$ cat src/hdl/superfast_byte_hash_assert.svh
// Assertion macros shared by the superfast_byte_hash RTL.
// Needs nothing else; included inside module bodies after the logic.
`ifndef SUPERFAST_BYTE_HASH_ASSERT_SVH
`define SUPERFAST_BYTE_HASH_ASSERT_SVH

// Same-cycle implication, disabled during reset.
`define SFH_ASSERT_NOW(label, clk, rst_n, ante, cons) \
    label: assert property (@(posedge clk) disable iff (!rst_n) (ante) |-> (cons)) \
        else $error("sfh assertion failed");

// Next-cycle implication, disabled during reset.
`define SFH_ASSERT_NEXT(label, clk, rst_n, ante, cons) \
    label: assert property (@(posedge clk) disable iff (!rst_n) (ante) |=> (cons)) \
        else $error("sfh assertion failed");

`endif

$ cat src/hdl/sfh_pkg.sv
// Types, constants and round functions for the superfast_byte_hash block.
// Used by sfh_front, sfh_fifo, sfh_back and the top level.
`default_nettype none

package sfh_pkg;

    localparam logic [31:0] SEED = 32'h9e3779b9;

    // Work to be done on one queued word
    typedef enum logic [2:0] {
        OP_FULL  = 3'd0,
        OP_TAIL3 = 3'd1,
        OP_TAIL2 = 3'd2,
        OP_TAIL1 = 3'd3,
        OP_NONE  = 3'd4,
        OP_EMPTY = 3'd5
    } t_op;

    typedef struct packed {
        logic [31:0] data;
        t_op         op;
        logic        fin;
    } t_cmd;

    // Two-halfword mixing round
    function automatic logic [31:0] full_round(input logic [31:0] h_in,
                                               input logic [31:0] w);
        logic [31:0] h;
        logic [31:0] t;
        h = h_in + {16'd0, w[15:0]};
        t = ({5'd0, w[31:16], 11'd0}) ^ h;
        h = {h[15:0], 16'd0} ^ t;
        h = h + (h >> 11);
        return h;
    endfunction

    // Three trailing bytes
    function automatic logic [31:0] tail3(input logic [31:0] h_in,
                                          input logic [31:0] w);
        logic [31:0] h;
        h = h_in + {16'd0, w[15:0]};
        h = h ^ {h[15:0], 16'd0};
        h = h ^ {{6{w[23]}}, w[23:16], 18'd0};
        h = h + (h >> 11);
        return h;
    endfunction

    // Two trailing bytes
    function automatic logic [31:0] tail2(input logic [31:0] h_in,
                                          input logic [31:0] w);
        logic [31:0] h;
        h = h_in + {16'd0, w[15:0]};
        h = h ^ (h << 11);
        h = h + (h >> 17);
        return h;
    endfunction

    // One trailing byte, sign-extended
    function automatic logic [31:0] tail1(input logic [31:0] h_in,
                                          input logic [31:0] w);
        logic [31:0] h;
        h = h_in + {{24{w[7]}}, w[7:0]};
        h = h ^ (h << 10);
        h = h + (h >> 1);
        return h;
    endfunction

    // First half of the avalanche
    function automatic logic [31:0] aval_lo(input logic [31:0] h_in);
        logic [31:0] h;
        h = h_in ^ (h_in << 3);
        h = h + (h >> 5);
        h = h ^ (h << 4);
        return h;
    endfunction

    // Second half of the avalanche
    function automatic logic [31:0] aval_hi(input logic [31:0] h_in);
        logic [31:0] h;
        h = h_in + (h_in >> 17);
        h = h ^ (h << 25);
        h = h + (h >> 6);
        return h;
    endfunction

endpackage

`default_nettype wire

$ cat src/hdl/sfh_front.sv
// Front end: accepts message words, tracks whether bytes were seen, and
// classifies each word into a queue command. Depends on sfh_pkg.
`default_nettype none

module sfh_front (
    input  wire logic          i_clk,
    input  wire logic          i_rst_n,
    input  wire logic          i_valid,
    input  wire logic [31:0]   i_data_word,
    input  wire logic [2:0]    i_byte_count,
    input  wire logic          i_last,
    input  wire logic          i_full,
    output sfh_pkg::t_cmd      o_cmd,
    output logic               o_push
);
    import sfh_pkg::*;

    logic r_seen;
    logic n_seen;
    t_op  op;

    assign o_push = i_valid & ~i_full;

    // Classify the word by its count, saturating counts above four
    always_comb begin
        if (!i_last) begin
            op = OP_FULL;
        end else if (i_byte_count >= 3'd4) begin
            op = OP_FULL;
        end else if (i_byte_count == 3'd3) begin
            op = OP_TAIL3;
        end else if (i_byte_count == 3'd2) begin
            op = OP_TAIL2;
        end else if (i_byte_count == 3'd1) begin
            op = OP_TAIL1;
        end else if (r_seen) begin
            op = OP_NONE;
        end else begin
            op = OP_EMPTY;
        end
    end

    assign o_cmd = '{data: i_data_word, op: op, fin: i_last};

    // Set on a middle word, drop at message end
    always_comb begin
        n_seen = r_seen;
        if (o_push) begin
            n_seen = ~i_last;
        end
    end

    always_ff @(posedge i_clk) begin
        if (!i_rst_n) begin
            r_seen <= 1'b0;
        end else begin
            r_seen <= n_seen;
        end
    end

endmodule

`default_nettype wire

$ cat src/hdl/sfh_fifo.sv
// Short command queue between front and back ends.
// Depends on sfh_pkg for the command type.
`default_nettype none

module sfh_fifo #(
    parameter int DEPTH = 4
) (
    input  wire logic          i_clk,
    input  wire logic          i_rst_n,
    input  wire logic          i_push,
    input  wire sfh_pkg::t_cmd i_cmd,
    input  wire logic          i_pop,
    output sfh_pkg::t_cmd      o_cmd,
    output logic               o_full,
    output logic               o_empty
);
    import sfh_pkg::*;

    localparam int AW = $clog2(DEPTH);
    localparam int CW = $clog2(DEPTH + 1);
    localparam logic [AW-1:0] LAST_PTR = AW'(DEPTH - 1);
    localparam logic [CW-1:0] FULL_CNT = CW'(DEPTH);

    t_cmd          r_mem [DEPTH];
    logic [AW-1:0] r_wr_ptr;
    logic [AW-1:0] r_rd_ptr;
    logic [CW-1:0] r_count;
    logic [AW-1:0] n_wr_ptr;
    logic [AW-1:0] n_rd_ptr;
    logic [CW-1:0] n_count;
    logic          do_push;
    logic          do_pop;

    assign o_full  = (r_count == FULL_CNT);
    assign o_empty = (r_count == '0);
    assign do_push = i_push & ~o_full;
    assign do_pop  = i_pop & ~o_empty;
    assign o_cmd   = r_mem[r_rd_ptr];

    // Advance pointers with wrap at depth
    always_comb begin
        n_wr_ptr = r_wr_ptr;
        n_rd_ptr = r_rd_ptr;
        n_count  = r_count;
        if (do_push) begin
            n_wr_ptr = (r_wr_ptr == LAST_PTR) ? '0 : r_wr_ptr + 1'b1;
        end
        if (do_pop) begin
            n_rd_ptr = (r_rd_ptr == LAST_PTR) ? '0 : r_rd_ptr + 1'b1;
        end
        if (do_push && !do_pop) begin
            n_count = r_count + 1'b1;
        end else if (do_pop && !do_push) begin
            n_count = r_count - 1'b1;
        end
    end

    always_ff @(posedge i_clk) begin
        if (!i_rst_n) begin
            r_wr_ptr <= '0;
            r_rd_ptr <= '0;
            r_count  <= '0;
        end else begin
            r_wr_ptr <= n_wr_ptr;
            r_rd_ptr <= n_rd_ptr;
            r_count  <= n_count;
        end
    end

    // Store the word
    always_ff @(posedge i_clk) begin
        if (do_push) begin
            r_mem[r_wr_ptr] <= i_cmd;
        end
    end

    `include "superfast_byte_hash_assert.svh"

    `SFH_ASSERT_NOW(a_count_bound, i_clk, i_rst_n, 1'b1, r_count <= FULL_CNT)
    `SFH_ASSERT_NEXT(a_push_only, i_clk, i_rst_n, do_push && !do_pop, r_count != '0)

endmodule

`default_nettype wire

$ cat src/hdl/sfh_back.sv
// Back end: runs the hash rounds on queued words and the avalanche on
// finished messages, three register stages to the output. Uses sfh_pkg.
`default_nettype none

module sfh_back (
    input  wire logic          i_clk,
    input  wire logic          i_rst_n,
    input  wire sfh_pkg::t_cmd i_cmd,
    input  wire logic          i_empty,
    output logic               o_pop,
    output logic               o_valid,
    input  wire logic          i_stall,
    output logic [31:0]        o_hash_value
);
    import sfh_pkg::*;

    logic [31:0] r_hash;
    logic [31:0] r_a;
    logic        r_a_zero;
    logic        r_a_vld;
    logic [31:0] r_b;
    logic        r_b_zero;
    logic        r_b_vld;
    logic [31:0] r_out;
    logic        r_out_vld;
    logic [31:0] h_rnd;
    logic        out_ready;
    logic        b_ready;
    logic        a_ready;

    // Ready chain from the output back to the queue
    assign out_ready = ~r_out_vld | ~i_stall;
    assign b_ready   = ~r_b_vld | out_ready;
    assign a_ready   = ~r_a_vld | b_ready;
    assign o_pop     = ~i_empty & (~i_cmd.fin | a_ready);

    // Apply the round for this word
    always_comb begin
        unique case (i_cmd.op)
            OP_FULL:  h_rnd = full_round(r_hash, i_cmd.data);
            OP_TAIL3: h_rnd = tail3(r_hash, i_cmd.data);
            OP_TAIL2: h_rnd = tail2(r_hash, i_cmd.data);
            OP_TAIL1: h_rnd = tail1(r_hash, i_cmd.data);
            OP_NONE:  h_rnd = r_hash;
            OP_EMPTY: h_rnd = r_hash;
            default:  h_rnd = r_hash;
        endcase
    end

    // Running hash, reload seed at message end
    always_ff @(posedge i_clk) begin
        if (!i_rst_n) begin
            r_hash <= SEED;
        end else if (o_pop) begin
            r_hash <= i_cmd.fin ? SEED : h_rnd;
        end
    end

    // Stage valids
    always_ff @(posedge i_clk) begin
        if (!i_rst_n) begin
            r_a_vld   <= 1'b0;
            r_b_vld   <= 1'b0;
            r_out_vld <= 1'b0;
        end else begin
            if (a_ready) begin
                r_a_vld <= o_pop & i_cmd.fin;
            end
            if (b_ready) begin
                r_b_vld <= r_a_vld;
            end
            if (out_ready) begin
                r_out_vld <= r_b_vld;
            end
        end
    end

    // Stage payloads
    always_ff @(posedge i_clk) begin
        if (a_ready) begin
            r_a      <= h_rnd;
            r_a_zero <= (i_cmd.op == OP_EMPTY);
        end
        if (b_ready) begin
            r_b      <= aval_lo(r_a);
            r_b_zero <= r_a_zero;
        end
        if (out_ready) begin
            r_out <= r_b_zero ? 32'd0 : aval_hi(r_b);
        end
    end

    assign o_valid      = r_out_vld;
    assign o_hash_value = r_out;

    `include "superfast_byte_hash_assert.svh"

    `SFH_ASSERT_NEXT(a_seed_reload, i_clk, i_rst_n, o_pop && i_cmd.fin, r_hash == SEED)
    `SFH_ASSERT_NEXT(a_empty_flag, i_clk, i_rst_n, o_pop && i_cmd.op == OP_EMPTY,
                     r_a_vld && r_a_zero)
    `SFH_ASSERT_NEXT(a_hold_a, i_clk, i_rst_n, r_a_vld && !b_ready, r_a_vld)

endmodule

`default_nettype wire

$ cat src/hdl/superfast_byte_hash.sv
// SuperFastHash (seed 0x9e3779b9) of a byte message given as 32-bit little-endian
// words. One word is taken per clock while o_stall is low; the running hash takes
// one round per cycle while words are queued, which sets the rate. A word is
// written into a short queue when it is accepted, and its round is registered into
// the running hash when it is popped; a message's hash then passes the round
// register r_a and two avalanche stages to the output. The queue of FIFO_DEPTH words
// lets the input keep flowing while a result waits on output stall. Top level;
// uses sfh_pkg.
`default_nettype none

module superfast_byte_hash #(
    parameter int FIFO_DEPTH = 4
) (
    input  wire logic          i_clk,
    input  wire logic          i_rst_n,
    input  wire logic          i_valid,
    output logic               o_stall,
    input  wire logic [31:0]   i_data_word,
    input  wire logic [2:0]    i_byte_count,
    input  wire logic          i_last,
    output logic               o_valid,
    input  wire logic          i_stall,
    output logic [31:0]        o_hash_value
);
    import sfh_pkg::*;

    t_cmd front_cmd;
    t_cmd queue_cmd;
    logic push;
    logic pop;
    logic full;
    logic empty;

    assign o_stall = full;

    sfh_front u_front (
        .i_clk        (i_clk),
        .i_rst_n      (i_rst_n),
        .i_valid      (i_valid),
        .i_data_word  (i_data_word),
        .i_byte_count (i_byte_count),
        .i_last       (i_last),
        .i_full       (full),
        .o_cmd        (front_cmd),
        .o_push       (push)
    );

    sfh_fifo #(
        .DEPTH (FIFO_DEPTH)
    ) u_fifo (
        .i_clk   (i_clk),
        .i_rst_n (i_rst_n),
        .i_push  (push),
        .i_cmd   (front_cmd),
        .i_pop   (pop),
        .o_cmd   (queue_cmd),
        .o_full  (full),
        .o_empty (empty)
    );

    sfh_back u_back (
        .i_clk        (i_clk),
        .i_rst_n      (i_rst_n),
        .i_cmd        (queue_cmd),
        .i_empty      (empty),
        .o_pop        (pop),
        .o_valid      (o_valid),
        .i_stall      (i_stall),
        .o_hash_value (o_hash_value)
    );

endmodule

`default_nettype wire
$ cat config.mk
export PLATFORM = sky130hd
export DESIGN_NAME = superfast_byte_hash
export DESIGN_NICKNAME = d
export VERILOG_FILES = /design/src/hdl/sfh_pkg.sv /design/src/hdl/sfh_front.sv /design/src/hdl/sfh_fifo.sv /design/src/hdl/sfh_back.sv /design/src/hdl/superfast_byte_hash.sv
export VERILOG_INCLUDE_DIRS = /design/src /design/src/hdl
export SDC_FILE = /design/constraint.sdc
export NUM_CORES = 1
export LEC_CHECK = 0
export BUFFER_PORTS_ARGS = -buffer_cell sky130_fd_sc_hd__buf_2
export CAP_MARGIN = 20
export CORE_ASPECT_RATIO = 1.75
export CORE_MARGIN = 4
export CORE_UTILIZATION = 60
export CTS_CLUSTER_DIAMETER = 80
export DETAILED_ROUTE_END_ITERATION = 8
export MAX_ROUTING_LAYER = met4
export PLACE_DENSITY = 0.79
export SYNTH_ARGS = -nofsm -noshare
export SYNTH_HDL_FRONTEND = slang
export SYNTH_SLANG_ARGS = --single-unit
$ cat constraint.sdc
create_clock -name i_clk -period 22.6 [get_ports i_clk]
set_input_delay 1.13 -clock i_clk [delete_from_list [all_inputs] [get_ports i_clk]]
set_output_delay 1.13 -clock i_clk [all_outputs]
set_load 0.05 [all_outputs]
==> impl_metrics.yaml <==
layout:
  nNetsFinal: 2776
  regArea_um2: 8169
  multi_input_area_um2: 15160
  layout_commonest_cell: "edfxtp_1"
  fillCellCount: 3130
  final_core_util_pct: 65.50
  stdcell_area_um2: 25810
  mostFrequentLayoutCells: "edfxtp_1 (242), ha_1 (201), xnor2_1 (191), nor2_1 (190), a21oi_1 (173)"
  final_cells: 3035
  synthToLayoutAreaGrowth_pct: 7.736
  drive_gt1_share_pct: 9.670
floorplanning:
  die_x_um: 159.0
  num_io_pins: 74
  num_rows: 96
  die_area_um2: 43310
  initial_core_util_pct: 60.80
  die_h_um: 272.3
  core_um2: 39400
clock_tree:
  cts_buffer_depth: 3
  cts.sinks: 287
  cts_resized: 0
  cts_tree: "done"
  post_cts_buffers: 0
  hold_buffers: 0
  cts_buffers: 25
  h-tree-depth: 1
  clkLatencyLatePin_ns: 0.59
  clockRootBuffer: "clkbuf_16"
  clkTransAtPathRegs_ns: 0.07
place:
  hpwlAfterDp_um: 72430
  gp_congestion: 1.122
  portBuffers: 73
  placed_cell_area_um2: 24890
  placed_cells: 2987
synth:
  synthFlopType: "edfxtp_1"
  synth_cells: 2462
  synth_area_um2: 23950
  synthArstFlopShare_pct: 0
  synthDistinctLibCells: 110
  synth.avg_cell_area_um2: 9.730
  yosysSeqAreaShare_pct: 34.10
  synth_seq_cells: 287
  syn_nets: 2712
  synth_edf_count: 242
  yosysWarnings: 0
global_routing:
  met1_usage_pct: 37.48
  grt.overflow.total: 0
  grt_pass1_vias: 21152
  grt-busiest-layer: "met2"
  grt_use_met2_pct: 71.72
  use_met3_pct: 6.510
  antenna_found_initial: 2
  grt_max_degree: 56
  grt_pass1_wl_um: 131100
  track_usage_pct: 41.65
critical_path:
  reg2reg_depth: 25
  cpPeakStageDelay_ns: 0.89
  critPathArrivalTime_ns: 8.84
  cp-end-kind: "flop"
  cp_max_fo: 38
  crit_top_cell: "a21oi_1"
  path_delay_family: "compound AO/OA/AOI/OAI gates"
  start_kind: "flop"
  crit_buf_inv: 1
  slowest_stage: "mux4_2"
  path_class: "reg2reg"
  cp.required_ns: 22.90
  crit_cells: 25
detailed_routing:
  num_vias: 21268
  drt_iter0_markers: 2152
  wl_um: 90400
  ant_nets: 0
  first_pass_iters: 7
  vias_per_cell: 7.008
  wl_per_cell_um: 29.78
  drc: 0
timing:
  rsz0062_at_grt: "no"
  final_max_slew_viol_count: 0
  finClkSkew_ns: 0.01125
  fin_crit_ns: 8.540
  setup_violations: 0
  finalHoldViolations: 0
  slew_headroom_pct: 16.71
  tightest_slew_ns: 1.238
  max_freq_ghz: 0.1171
  fin_crit_sh_pct: 37.79
  final.setup.tns_ns: 0
outcome:
  outcome: "finished, final reports clean"
min_path:
  hold_path_class: "reg2reg"
  whs_path_depth: 0
  hold_start: "u_back.r_a_zero"
flow_run:
  cap_violations: 0
==> worst reg2reg max path, stage by stage (launching register included) <==
cell	delay, ns
dfxtp_2	0.32
buf_4	0.56
mux4_2	0.92
ha_1	0.54
and2_1	0.22
o21ai_1	0.10
a21boi_0	0.32
o21ai_0	0.18
nor2b_1	0.18
o21bai_1	0.16
a21oi_1	0.11
xnor2_1	0.31
xor2_1	0.36
ha_1	0.35
a21oi_1	0.19
o21ai_0	0.17
a211oi_1	0.86
o32ai_1	0.32
o41ai_1	0.46
a21oi_1	0.19
a41oi_1	0.30
xnor2_1	0.17
a221oi_1	0.42
o21ai_0	0.15
a21oi_1	0.25
a21oi_1	0.13
==> worst paths after layout <==
path | end | slack [ns]
worst max-delay path | u_back.r_a[28] | 14.06
worst min-delay path | u_back.r_b_zero | 0.42
worst max register to register | u_back.r_a[28] | 14.06
worst min register to register | u_back.r_b_zero | 0.42
==> flip-flops by register name (all words and copies together) (netlist names), named ones only <==
signal and count:
u_back.o_hash_value 32, u_back.o_valid 1, u_back.r_a 32, u_back.r_a_vld 1, u_back.r_a_zero 1, u_back.r_b 32, u_back.r_b_vld 1, u_back.r_b_zero 1
u_back.r_hash 32, u_fifo.r_count 3, u_fifo.r_mem 144, u_fifo.r_rd_ptr 2, u_fifo.r_wr_ptr 2, u_front.r_seen 1
==> layer usage <==
metal	vias up	share of wire (%)
met5	-	0
met4	0	14
met3	538	6.9
met2	1267	49
met1	10077	30
li1	9386	-
==> kinds of logic (layout without fill, tap and decap cells) <==
family | after synthesis | count (layout) | synth area share, %
other | 0 | 1 | 0
AO/OA/AOI/OAI | 714 | 714 | 20.12
XOR/XNOR | 348 | 348 | 13.38
AND/OR/NAND/NOR | 686 | 686 | 14.34
multiplexers | 54 | 54 | 4.147
adder cells (fa/ha/maj) | 210 | 210 | 11.25
flip-flops | 287 | 287 | 34.10
buffers and inverters | 163 | 245 | 2.664
==> per-stage QoR <==
stage / hold slack [ns] / worst slack, ns
after floorplan: 0.4003 / 15.02
after global placement: 0.4033 / 14.38
after detailed placement: 0.4066 / 14.34
after CTS: 0.4339 / 14.30
after global routing: 0.4233 / 13.69
final: 0.4233 / 14.06
==> Yosys cell counts, drive strengths merged, types with 53 or more instances <==
cell type	n	area share (%)
a21o	76	2.4
inv	100	1.6
xor2	147	5.5
nor3	53	1.1
nand3	54	1.1
xnor2	192	7.1
nand2	144	2.3
edfxtp	242	30
o21ai	142	3.0
a21oi	178	3.8
ha	201	10
nor2	194	3.1
==> area by class of cell <==
| cell class | count | share of cell area, % |
|---|---|---|
| clock inverter | 15 | 0.6206 |
| antenna | 1 | 0.009696 |
| clock buffer | 30 | 2.778 |
| multi-input combinational | 2012 | 58.76 |
| timing repair buffer | 100 | 2.347 |
| inverter | 100 | 1.454 |
| tap | 490 | 2.376 |
| sequential | 287 | 31.65 |
Power is left out: the tool's default activity adds up to more than one toggle a clock period on the data nets, which glitch-free logic cannot reach.
